## src/rtl/mtep_pkg.sv

```systemverilog
// Shared types and constants for the MIDI track event parser.
// No dependencies.
package mtep_pkg;

  localparam int unsigned TimeW = 28;

  typedef enum logic [2:0] {
    KIND_CHANNEL = 3'd0,
    KIND_META    = 3'd1,
    KIND_SYSEX   = 3'd2,
    KIND_PAYLOAD = 3'd3,
    KIND_UNKNOWN = 3'd4,
    KIND_ERROR   = 3'd5,
    KIND_END     = 3'd6
  } kind_e;

  typedef enum logic [9:0] {
    PH_TAG     = 10'b0000000001,
    PH_LEN     = 10'b0000000010,
    PH_DELTA   = 10'b0000000100,
    PH_STATUS  = 10'b0000001000,
    PH_DATA1   = 10'b0000010000,
    PH_DATA2   = 10'b0000100000,
    PH_SKIP    = 10'b0001000000,
    PH_MTYPE   = 10'b0010000000,
    PH_PLEN    = 10'b0100000000,
    PH_PAYLOAD = 10'b1000000000
  } phase_e;

  localparam logic [7:0] StMeta     = 8'hFF;
  localparam logic [7:0] StSysex    = 8'hF0;
  localparam logic [7:0] StSysexEsc = 8'hF7;

  // One result item as it travels through the queue.
  typedef struct packed {
    kind_e             kind;
    logic [TimeW-1:0]  delta_ticks;
    logic [2:0]        event_type;
    logic [3:0]        channel;
    logic [7:0]        first_data;
    logic [7:0]        second_data;
    logic [1:0]        data_count;
    logic [7:0]        meta_kind;
    logic [TimeW-1:0]  payload_length;
    logic [7:0]        payload_byte;
    logic              last;
    logic              end_of_track;
  } result_t;

  function automatic logic [7:0] tag_byte(input logic [1:0] idx);
    case (idx)
      2'd0:    tag_byte = 8'h4D;
      2'd1:    tag_byte = 8'h54;
      2'd2:    tag_byte = 8'h72;
      default: tag_byte = 8'h6B;
    endcase
  endfunction

endpackage

```

## src/rtl/mtep_front.sv

```systemverilog
// Front end: accepts track bytes, runs the parse state machine, builds results.
// Depends on mtep_pkg.
module mtep_front #(
  parameter int unsigned MaxVarlenBytes = 4
) (
  input  logic              clk_i,
  input  logic              rst_ni,
  input  logic              byte_valid_i,
  output logic              byte_ready_o,
  input  logic [7:0]        byte_i,
  output logic              res_valid_o,
  input  logic              res_ready_i,
  output mtep_pkg::result_t res_o
);

  localparam int unsigned CntW = $clog2(MaxVarlenBytes + 1);

  mtep_pkg::phase_e phase_q, phase_d;
  logic [1:0]  field_q, field_d;
  logic [31:0] tlen_q, tlen_d, used_q, used_d;
  logic [7:0]  run_q, run_d, cur_q, cur_d, held_q, held_d;
  logic [27:0] delta_q, delta_d, lacc_q, lacc_d, left_q, left_d;
  logic [CntW-1:0] vcnt_q, vcnt_d;
  logic        halt_q, halt_d;

  logic              take;
  logic              emit;
  mtep_pkg::result_t res;
  logic [27:0]       vl_in, vl_acc;
  logic              vl_done;
  logic              finish;

  // Accept a byte whenever the queue can take a possible result.
  assign byte_ready_o = res_ready_i;
  assign take         = byte_valid_i && byte_ready_o;
  assign res_valid_o  = take && emit;
  assign res_o        = res;

  // Shared variable-length quantity step.
  always_comb begin
    vl_in   = (phase_q == mtep_pkg::PH_DELTA) ? delta_q : lacc_q;
    vl_acc  = {vl_in[20:0], byte_i[6:0]};
    vl_done = !byte_i[7] || ({1'b0, vcnt_q} + 1'b1 >= (CntW + 1)'(MaxVarlenBytes));
  end

  always_comb begin
    phase_d = phase_q; field_d = field_q; tlen_d = tlen_q; used_d = used_q;
    run_d = run_q; cur_d = cur_q; held_d = held_q; delta_d = delta_q;
    lacc_d = lacc_q; left_d = left_q; vcnt_d = vcnt_q; halt_d = halt_q;
    emit = 1'b0; finish = 1'b0;
    res = '0;
    if (halt_q) begin
      emit = 1'b1; res.kind = mtep_pkg::KIND_ERROR;
    end else begin
      if (!(phase_q == mtep_pkg::PH_TAG || phase_q == mtep_pkg::PH_LEN) &&
          used_q != 32'hFFFF_FFFF) begin
        used_d = used_q + 32'd1;
      end
      unique case (phase_q)
        mtep_pkg::PH_TAG: begin
          if (byte_i != mtep_pkg::tag_byte(field_q)) begin
            emit = 1'b1; res.kind = mtep_pkg::KIND_ERROR; halt_d = 1'b1;
          end else if (field_q == 2'd3) begin
            field_d = 2'd0; tlen_d = '0; phase_d = mtep_pkg::PH_LEN;
          end else begin
            field_d = field_q + 2'd1;
          end
        end
        mtep_pkg::PH_LEN: begin
          tlen_d = {tlen_q[23:0], byte_i};
          if (field_q != 2'd3) begin
            field_d = field_q + 2'd1;
          end else begin
            field_d = 2'd0; used_d = '0; run_d = '0;
            if (tlen_d == 32'd0) begin
              emit = 1'b1; res.kind = mtep_pkg::KIND_END; res.end_of_track = 1'b1;
              phase_d = mtep_pkg::PH_TAG;
            end else begin
              phase_d = mtep_pkg::PH_DELTA; delta_d = '0; vcnt_d = '0;
            end
          end
        end
        mtep_pkg::PH_DELTA: begin
          delta_d = vl_acc; vcnt_d = vcnt_q + 1'b1;
          if (vl_done) phase_d = mtep_pkg::PH_STATUS;
        end
        mtep_pkg::PH_STATUS: begin
          if (byte_i[7]) begin
            if (byte_i == mtep_pkg::StMeta) begin
              cur_d = byte_i; phase_d = mtep_pkg::PH_MTYPE;
            end else if (byte_i == mtep_pkg::StSysex || byte_i == mtep_pkg::StSysexEsc) begin
              cur_d = byte_i; held_d = '0; lacc_d = '0; vcnt_d = '0;
              phase_d = mtep_pkg::PH_PLEN;
            end else if (byte_i < 8'hF0) begin
              run_d = byte_i; cur_d = byte_i; phase_d = mtep_pkg::PH_DATA1;
            end else begin
              phase_d = mtep_pkg::PH_SKIP;
            end
          end else if (run_q == 8'd0) begin
            emit = 1'b1; res.kind = mtep_pkg::KIND_ERROR; halt_d = 1'b1;
          end else begin
            cur_d = run_q;
            if (run_q[7:4] == 4'hC || run_q[7:4] == 4'hD) begin
              emit = 1'b1; finish = 1'b1;
              res.first_data = byte_i; res.data_count = 2'd1;
            end else begin
              held_d = byte_i; phase_d = mtep_pkg::PH_DATA2;
            end
          end
        end
        mtep_pkg::PH_DATA1: begin
          if (cur_q[7:4] == 4'hC || cur_q[7:4] == 4'hD) begin
            emit = 1'b1; finish = 1'b1;
            res.first_data = byte_i; res.data_count = 2'd1;
          end else begin
            held_d = byte_i; phase_d = mtep_pkg::PH_DATA2;
          end
        end
        mtep_pkg::PH_DATA2: begin
          emit = 1'b1; finish = 1'b1;
          res.first_data = held_q; res.second_data = byte_i; res.data_count = 2'd2;
        end
        mtep_pkg::PH_SKIP: begin
          emit = 1'b1; finish = 1'b1; res.kind = mtep_pkg::KIND_UNKNOWN;
          res.delta_ticks = delta_q;
        end
        mtep_pkg::PH_MTYPE: begin
          held_d = byte_i; lacc_d = '0; vcnt_d = '0; phase_d = mtep_pkg::PH_PLEN;
        end
        mtep_pkg::PH_PLEN: begin
          lacc_d = vl_acc; vcnt_d = vcnt_q + 1'b1;
          if (vl_done) begin
            emit = 1'b1; left_d = vl_acc;
            res.delta_ticks = delta_q; res.payload_length = vl_acc;
            if (cur_q == mtep_pkg::StMeta) begin
              res.kind = mtep_pkg::KIND_META; res.meta_kind = held_q;
            end else begin
              res.kind = mtep_pkg::KIND_SYSEX;
            end
            if (vl_acc == 28'd0) begin
              res.last = 1'b1; finish = 1'b1;
            end else begin
              phase_d = mtep_pkg::PH_PAYLOAD;
            end
          end
        end
        mtep_pkg::PH_PAYLOAD: begin
          emit = 1'b1; res.kind = mtep_pkg::KIND_PAYLOAD;
          res.delta_ticks = delta_q; res.payload_byte = byte_i;
          if (left_q <= 28'd1) begin
            left_d = '0; res.last = 1'b1; finish = 1'b1;
          end else begin
            left_d = left_q - 28'd1;
          end
        end
        default: phase_d = mtep_pkg::PH_TAG;
      endcase
      // Channel event fields come from the status in effect.
      if (emit && res.kind == mtep_pkg::KIND_CHANNEL) begin
        res.delta_ticks = delta_q;
        res.event_type  = 3'(cur_d[6:4]);
        res.channel     = cur_d[3:0];
      end
      // Close the event: end the track or start the next delta.
      if (finish) begin
        if (used_d >= tlen_q) begin
          res.end_of_track = 1'b1; phase_d = mtep_pkg::PH_TAG; field_d = 2'd0;
        end else begin
          phase_d = mtep_pkg::PH_DELTA; delta_d = '0; vcnt_d = '0;
        end
      end
    end
  end

  always_ff @(posedge clk_i or negedge rst_ni) begin
    if (!rst_ni) begin
      phase_q <= mtep_pkg::PH_TAG; field_q <= '0; tlen_q <= '0; used_q <= '0;
      run_q <= '0; cur_q <= '0; held_q <= '0; delta_q <= '0; lacc_q <= '0;
      left_q <= '0; vcnt_q <= '0; halt_q <= 1'b0;
    end else if (take) begin
      phase_q <= phase_d; field_q <= field_d; tlen_q <= tlen_d; used_q <= used_d;
      run_q <= run_d; cur_q <= cur_d; held_q <= held_d; delta_q <= delta_d;
      lacc_q <= lacc_d; left_q <= left_d; vcnt_q <= vcnt_d; halt_q <= halt_d;
    end
  end

`ifndef NO_ASSERTIONS
  a_halt_sticky: assert property (@(posedge clk_i) disable iff (!rst_ni)
    halt_q |=> halt_q) else $error("halt cleared");
  a_halt_errors: assert property (@(posedge clk_i) disable iff (!rst_ni)
    (halt_q && take) |-> (res_valid_o && res.kind == mtep_pkg::KIND_ERROR))
    else $error("halted without error");
  a_phase_onehot: assert property (@(posedge clk_i) disable iff (!rst_ni)
    $onehot(phase_q)) else $error("phase not one-hot");
  a_res_only_on_take: assert property (@(posedge clk_i) disable iff (!rst_ni)
    res_valid_o |-> take) else $error("result without byte");
`endif

endmodule

```

## src/rtl/mtep_queue.sv

```systemverilog
// Two-entry result queue between the parser and the output port.
// Depends on mtep_pkg.
module mtep_queue (
  input  logic              clk_i,
  input  logic              rst_ni,
  input  logic              wr_valid_i,
  output logic              wr_ready_o,
  input  mtep_pkg::result_t wr_data_i,
  output logic              rd_valid_o,
  input  logic              rd_ready_i,
  output mtep_pkg::result_t rd_data_o
);

  mtep_pkg::result_t mem_q [2];
  logic       wptr_q, rptr_q;
  logic [1:0] cnt_q;
  logic       push, pop;

  assign wr_ready_o = (cnt_q != 2'd2);
  assign rd_valid_o = (cnt_q != 2'd0);
  assign rd_data_o  = mem_q[rptr_q];
  assign push = wr_valid_i && wr_ready_o;
  assign pop  = rd_valid_o && rd_ready_i;

  // Store pushed items.
  always_ff @(posedge clk_i) begin
    if (push) mem_q[wptr_q] <= wr_data_i;
  end

  // Advance pointers and count.
  always_ff @(posedge clk_i or negedge rst_ni) begin
    if (!rst_ni) begin
      wptr_q <= 1'b0; rptr_q <= 1'b0; cnt_q <= '0;
    end else begin
      if (push) wptr_q <= ~wptr_q;
      if (pop)  rptr_q <= ~rptr_q;
      cnt_q <= cnt_q + {1'b0, push} - {1'b0, pop};
    end
  end

`ifndef NO_ASSERTIONS
  a_cnt_range: assert property (@(posedge clk_i) disable iff (!rst_ni)
    cnt_q != 2'd3) else $error("queue count overflow");
  a_full_holds: assert property (@(posedge clk_i) disable iff (!rst_ni)
    (cnt_q == 2'd2 && !pop) |=> cnt_q == 2'd2) else $error("full queue lost item");
  a_ptr_match: assert property (@(posedge clk_i) disable iff (!rst_ni)
    (cnt_q == 2'd0) |-> (wptr_q == rptr_q)) else $error("empty queue pointers differ");
`endif

endmodule

```

## src/rtl/midi_track_event_parser.sv

```systemverilog
// Top level of the MIDI track chunk parser: parser front end plus result queue.
// Depends on mtep_pkg, mtep_front, mtep_queue.
//
//   channel  | valid              | ready              | payload
//   input    | data_byte_valid_i  | data_byte_ready_o  | data_byte_i
//   result   | result_valid_o     | result_ready_i     | kind_o .. end_of_track_o
//
// One byte is taken each cycle; a result enters the two-entry queue in the
// same cycle and can leave it in the next cycle at the earliest.
// Bytes stall only while the queue is full. Reset clears the parse state and queue.
module midi_track_event_parser #(
  parameter int unsigned MaxVarlenBytes = 4
) (
  input  logic        clk_i,
  input  logic        rst_ni,
  input  logic        data_byte_valid_i,
  output logic        data_byte_ready_o,
  input  logic [7:0]  data_byte_i,
  output logic        result_valid_o,
  input  logic        result_ready_i,
  output logic [2:0]  kind_o,
  output logic [27:0] delta_ticks_o,
  output logic [2:0]  event_type_o,
  output logic [3:0]  channel_o,
  output logic [7:0]  first_data_o,
  output logic [7:0]  second_data_o,
  output logic [1:0]  data_count_o,
  output logic [7:0]  meta_kind_o,
  output logic [27:0] payload_length_o,
  output logic [7:0]  payload_byte_o,
  output logic        last_o,
  output logic        end_of_track_o
);

  logic              fr_valid, fr_ready;
  mtep_pkg::result_t fr_data, q_data;

  mtep_front #(.MaxVarlenBytes(MaxVarlenBytes)) u_front (
    .clk_i, .rst_ni,
    .byte_valid_i(data_byte_valid_i), .byte_ready_o(data_byte_ready_o),
    .byte_i(data_byte_i),
    .res_valid_o(fr_valid), .res_ready_i(fr_ready), .res_o(fr_data)
  );

  mtep_queue u_queue (
    .clk_i, .rst_ni,
    .wr_valid_i(fr_valid), .wr_ready_o(fr_ready), .wr_data_i(fr_data),
    .rd_valid_o(result_valid_o), .rd_ready_i(result_ready_i), .rd_data_o(q_data)
  );

  assign kind_o           = q_data.kind;
  assign delta_ticks_o    = q_data.delta_ticks;
  assign event_type_o     = q_data.event_type;
  assign channel_o        = q_data.channel;
  assign first_data_o     = q_data.first_data;
  assign second_data_o    = q_data.second_data;
  assign data_count_o     = q_data.data_count;
  assign meta_kind_o      = q_data.meta_kind;
  assign payload_length_o = q_data.payload_length;
  assign payload_byte_o   = q_data.payload_byte;
  assign last_o           = q_data.last;
  assign end_of_track_o   = q_data.end_of_track;

endmodule
```

## config.mk

```make
export PLATFORM = sky130hd
export DESIGN_NAME = midi_track_event_parser
export DESIGN_NICKNAME = d
export VERILOG_FILES = /design/src/rtl/mtep_pkg.sv /design/src/rtl/mtep_front.sv /design/src/rtl/mtep_queue.sv /design/src/rtl/midi_track_event_parser.sv
export SDC_FILE = /design/constraint.sdc
export NUM_CORES = 1
export LEC_CHECK = 0
export ABC_AREA = 1
export BUFFER_PORTS_ARGS = -buffer_cell sky130_fd_sc_hd__buf_2
export CORE_MARGIN = 5
export CORE_UTILIZATION = 45
export CTS_CLUSTER_SIZE = 28
export DETAILED_ROUTE_END_ITERATION = 7
export RECOVER_POWER = 100
export SLEW_MARGIN = 30
export SYNTH_ARGS = -nofsm -noshare
export SYNTH_HDL_FRONTEND = slang
export SYNTH_HIERARCHICAL = 1
export SYNTH_SLANG_ARGS = --single-unit
```

## constraint.sdc

```tcl
create_clock -name clk_i -period 9.1 [get_ports clk_i]
set_clock_uncertainty 0.15 [all_clocks]
set_input_delay 0.91 -clock clk_i [delete_from_list [all_inputs] [get_ports clk_i]]
set_output_delay 0.91 -clock clk_i [all_outputs]
set_load 0.05 [all_outputs]
```

Word-level counts from Yosys, hierarchy flattened
Memory sizes are Yosys's and may differ from the RTL's.
Index checks and enable logic that the tools add are counted.
{"block": "word_totals", "regBits": 185, "inputBits": 12, "output_inout_bits": 104, "memories": 1, "ram_bits": 204}
{"block": "op_classes", "reduce_logical": 36, "n_bitwise": 3, "order_cmp": 4, "n_addsub": 7, "n_eq_ne": 51, "mux": 129}
{"memory": "u_queue.mem_q", "depth": 2, "width": 102, "rd": 1, "rd_ports_with_merged_regs": 0, "write_ports": 1, "line": "mtep_queue.sv:14", "text": "mtep_pkg::result_t mem_q [2];"}
{"cell": "$mux W32", "count": 6}
{"cell": "$mux W8", "count": 24}
{"cell": "$mux W28", "count": 6}
{"cell": "$pmux W28 S2", "count": 3}
{"cell": "$mux W10", "count": 13}
{"cell": "$mux W99", "count": 1}
{"cell": "$mux W21", "count": 4}
{"cell": "$pmux W10 S8", "count": 1}
{"cell": "$mux W36", "count": 2}
{"cell": "$pmux W32 S2", "count": 1}
{"cell": "$pmux W21 S3", "count": 1}
{"cell": "$mux W3", "count": 16}
{"cell": "$pmux W8 S3", "count": 2}
{"cell": "$mux W35", "count": 1}
{"cell": "$add A32 B1 Y32 const B", "count": 1}
{"cell": "$eq A8 B8 Y1 const B", "count": 4}
{"cell": "$ge A32 B32 Y1", "count": 1}
{"cell": "$logic_not A32 Y1", "count": 1}
{"cell": "$ne A32 B32 Y1 const B", "count": 1}
{"cell": "$mux W30", "count": 1}
{"cell": "$le A28 B1 Y1 const B", "count": 1}
{"cell": "$logic_not A28 Y1", "count": 1}
{"cell": "$sub A28 B1 Y28 const B", "count": 1}
{"cell": "$mux W1", "count": 26}
{"cell": "56 further kinds", "count": 111}

Depth between registers and ports, before layout
{"block": "logic_depth", "word_depth": 13, "mapped_depth": 30, "depth_no_buf": 30}

Cells and area by module
The synthesis kept the hierarchy.
{"module": "mtep_front", "cells_each": 1723, "area_each_um2": 12290.5, "instances": 1}
{"module": "mtep_queue", "cells_each": 565, "area_each_um2": 7679.9, "instances": 1}

Least setup slack after synthesis
OpenSTA, ideal clock, no wires.
{"block": "synth_path", "path_type": "input to register", "startpoint": "input data_byte_i[1]", "endpoint": "memory u_queue/mem_q[1][0] (netlist name) (enable)", "setup_time_ns": 0.563, "n_path_buf": 1, "required_ns": 8.387, "t_arrival_ns": 6.463, "slack_ns": 1.923, "cell_stages": 12, "cell_sequence": "buf_2 > clkinv_1 > nand4_1 > nor2_1 > nand3_1 > nor2_1 > nand3_1 > nand4_1 > o21bai_1 > inv_1 > nand2_1 > nor2_1"}
{"block": "synth_between", "elab_chain_cells": 10}
{"element": "from (decl)", "line": "midi_track_event_parser.sv:18", "text": "input logic [7:0] data_byte_i,"}
{"element": "$logic_not A32 Y1", "line": "mtep_front.sv:75", "text": "if (tlen_d == 32'd0) begin"}
{"element": "$mux W1", "line": "mtep_front.sv:75"}
{"element": "$mux W1", "line": "mtep_front.sv:71", "text": "if (field_q != 2'd3) begin"}
{"element": "$pmux W1 S6 (*)", "line": "mtep_front.sv:59", "text": "unique case (phase_q)"}
{"element": "$mux W1 (*) (2 in a row)", "line": "mtep_front.sv:52", "text": "if (halt_q) begin"}
{"element": "$logic_and A1 B1 Y1 (*)", "line": "mtep_front.sv:36", "text": "assign res_valid_o = take && emit;"}
{"element": "via fr_valid", "line": "midi_track_event_parser.sv:35", "text": "logic fr_valid, fr_ready;"}
{"element": "$logic_and A1 B1 Y1 (*)", "line": "mtep_queue.sv:22", "text": "assign push = wr_valid_i && wr_ready_o;"}
{"element": "$mux W1 (*)", "line": "mtep_queue.sv:27", "text": "if (push) mem_q[wptr_q] <= wr_data_i;"}
{"element": "$mux W1 (not written as such) (*)", "line": "mtep_queue.sv:27"}
{"element": "to (decl)", "line": "mtep_queue.sv:14"}
The timed path passes the listed nets; every way through them passes the cells marked *. The select of a mux whose other input is x is not followed.

Worst setup path in the final report
{"block": "layout_path", "startpoint": "register u_queue.rptr_q", "endpoint": "output delta_ticks_o[3]"}
{"block": "layout_between", "elab_chain_cells": 1}
{"element": "from (decl)", "line": "mtep_queue.sv:15", "text": "logic wptr_q, rptr_q;"}
{"element": "from (signal assigned)", "line": "mtep_queue.sv:36", "text": "if (pop) rptr_q <= ~rptr_q;"}
{"element": "$mem_v2 Z2 W102"}
{"element": "to (decl)", "line": "midi_track_event_parser.sv:22", "text": "output logic [27:0] delta_ticks_o,"}
No other way between the ends.

==> results.json <==
{
  "status": "finished, violations left",
  "violations": "capacitance limit, slew limit",
  "worst_pin_slew_ps": 3860,
  "final_common_cell": "nand2_1",
  "powerDensity_mw_per_mm2": 259,
  "core_area_mm2": 0.0440,
  "antennaDiodeCount": 0,
  "place_congestion": 0.952,
  "avgSynthCellArea_um2": 8.73,
  "hold_class": "reg2reg",
  "period_minus_slack_ps": 6620,
  "grt.overflow.total": 0,
  "die_h_um": 221,
  "synth_edf_count": 204,
  "fin_nets": 2424,
  "post-dp-hpwl_um": 38100,
  "die_area_mm2": 0.0487,
  "ioPinCount": 116,
  "ir_drop_v": 0.000262,
  "finalHoldViolations": 0,
  "synthMuxAreaShare": 0,
  "fin_cells": 2997,
  "initial_core_util": 0.454,
  "clk_pin_slew_ps": 60,
  "cp-start-kind": "register",
  "clock_latency_ps": 560,
  "wirelength_um": 55400,
  "preCtsSetupSlack_ps": 4290,
  "routed_via_density": 5.37,
  "endpoint_kind": "output pin",
  "final_core_util": 0.502,
  "rr_worst_depth": 12,
  "fill_cells": 4258,
  "area_growth_pct": 10.7,
  "synth_ff_type": "edfxtp_1",
  "synth.distinct_cells": 58,
  "maxSlewHeadroom": -1.59,
  "tns_ps": 0,
  "r2r_start": "u_front/phase_q[8]",
  "cts_hold_buf": 0,
  "critPathMaxFanout": 103,
  "yosysSeqAreaShare": 0.539,
  "portBuffers": 115,
  "crit_required_ps": 8040,
  "final_antenna_net_count": 0,
  "synth-compound-area-share": 0.112,
  "grt_max_degree": 121,
  "setup_slack_ps": 2480,
  "ys_async_sr_fraction": 0.476,
  "cts_buffer_depth": 3,
  "drt_pass1_iterations": 5,
  "p_leak_nw": 9.79,
  "ys_ff_latch": 389,
  "synthCells": 2288,
  "row_count": 77,
  "fmax_mhz": 151,
  "cts-htree-levels": 2,
  "cts-root-buf": "clkbuf_16",
  "synth_xor_area_frac": 0.0184,
  "grt_usage": 0.225,
  "postCtsSetupBuffers": 0,
  "fin_hold_ws_ps": 331,
  "synth_top_family_by_area": "simple AND/OR/NAND/NOR gates",
  "drc": 0,
  "worstHoldStart": "u_front/lacc_q[4]",
  "synth_fa_ha_area_frac": 0.0263,
  "drv_cap": 7,
  "drv_slew": 385,
  "worst_hold_path.num_cells": 2,
  "r2r_slack_ps": 2610,
  "setup_viol_count_final": 0,
  "drt_iter0_markers": 1377,
  "cts_buffers": 43,
  "grt_pass1_wl_um": 86500,
  "dieWidth_um": 221,
  "cts_tree": "yes",
  "final.period_utilization": 0.728,
  "cts_resized": 0,
  "grt_pass1_vias": 15400,
  "r2r-end": "u_queue/mem_q[0][28]",
  "syn_nets": 2342,
  "ys_warn_count": 6,
  "syn-cell-area_mm2": 0.0200,
  "cts.sinks": 389,
  "drive_gt1_frac": 0.0528,
  "hold_end": "u_front/lacc_q[4]",
  "layout_common_cells": "756 x nand2_1, 210 x nor2_1, 204 x edfxtp_1",
  "yosys.area_share.simple": 0.241,
  "crit_type": "reg2out",
  "rsz0062_at_grt": "false",
  "vias": 16100,
  "dp.cells": 2916,
  "critPathArrivalTime_ps": 5560,
  "antenna_found_initial": 0,
  "wire_per_inst_um": 18.5
}
## worst max-delay path: stages, from the launching register on
cell,delay (ps)
dfrtp_4,730
clkinvlp_2,3020
nand2_1,650
nand2_1,190
clkbuf_1,350
## report_power, final
group | total [W] | leakage [nW] | switching [W] | internal (W)
clock | 0.00186 | 0.750 | 0.000726 | 0.00114
combinational | 0.00167 | 4.80 | 0.00141 | 0.000264
sequential | 0.00219 | 4.24 | 0.0000747 | 0.00211
## layer usage
layer  part of all wire  vias up  global-route usage
li1                   -     7795                   -
met1               0.46     7722               0.330
met2               0.45      486               0.348
met3              0.059       94              0.0300
met4              0.028        0              0.0713
met5                  0        -                   0
## layout make-up
type                       instances  area [um^2]  area share
sequential                       389        10800       0.487
multi-input combinational       1601         7740       0.350
clock buffer                      52         1150      0.0521
inverter                         202          761      0.0344
tap                              592          741      0.0335
timing repair buffer             133          584      0.0264
clock inverter                    28          370      0.0168
## logic make-up after synthesis
family / Yosys count
fa+ha+maj: 42
buf+inv: 298
xor+xnor: 42
flops: 389
simple gates: 1154
compound gates: 363
## synth_stat cells (42+ instances only)
library cell    n  area, um^2
edfxtp_1      204        6130
clkbuf_1       49         184
o22ai_1        54         338
ha_1           42         526
nor2_1        204         766
nand2_1       750        2820
dfrtp_1       184        4600
nand3_1        69         345
inv_1         192         721
o21ai_0       110         551
a21oi_1        84         420
nor3_1         42         210
## how the worst max path moves through the flow
stage,endpoint,depth (start not counted),slack (ps),start
4_1_cts,u_front/delta_q[27],25,4370,u_front/phase_q[0]
3_5_place_dp,u_queue/mem_q[0][27],13,4290,data_byte_i[0]
2_1_floorplan,u_queue/mem_q[1][0],12,1920,data_byte_i[1]
3_3_place_gp,u_queue/mem_q[0][26],13,4470,data_byte_i[0]
5_1_grt,first_data_o[7],4,1950,u_queue/rptr_q
6_report,delta_ticks_o[3],4,2480,u_queue/rptr_q
## through the flow
step	cell area (um^2)	power [W]
detailed placement	20900	0.00393
CTS	22500	0.00580
global route	22100	0.00597
finish	22100	0.00572
global placement	20900	0.00392
floorplan	20000	0.00354
## flip-flops by register name, summed over array words and instances (netlist names)
register / cells
u_front/run_q: 8
u_front/lacc_q: 21
u_front/left_q: 28
u_front/halt_q: 1
u_queue/rptr_q: 1
u_queue/wptr_q: 1
u_front/phase_q: 10
u_queue/cnt_q: 2
u_front/held_q: 8
u_front/tlen_q: 32
u_front/delta_q: 28
u_front/field_q: 2
u_queue/mem_q: 204
u_front/vcnt_q: 3
u_front/cur_q: 8
u_front/used_q: 32
No activity file was read; power rests on OpenSTA's default activity.
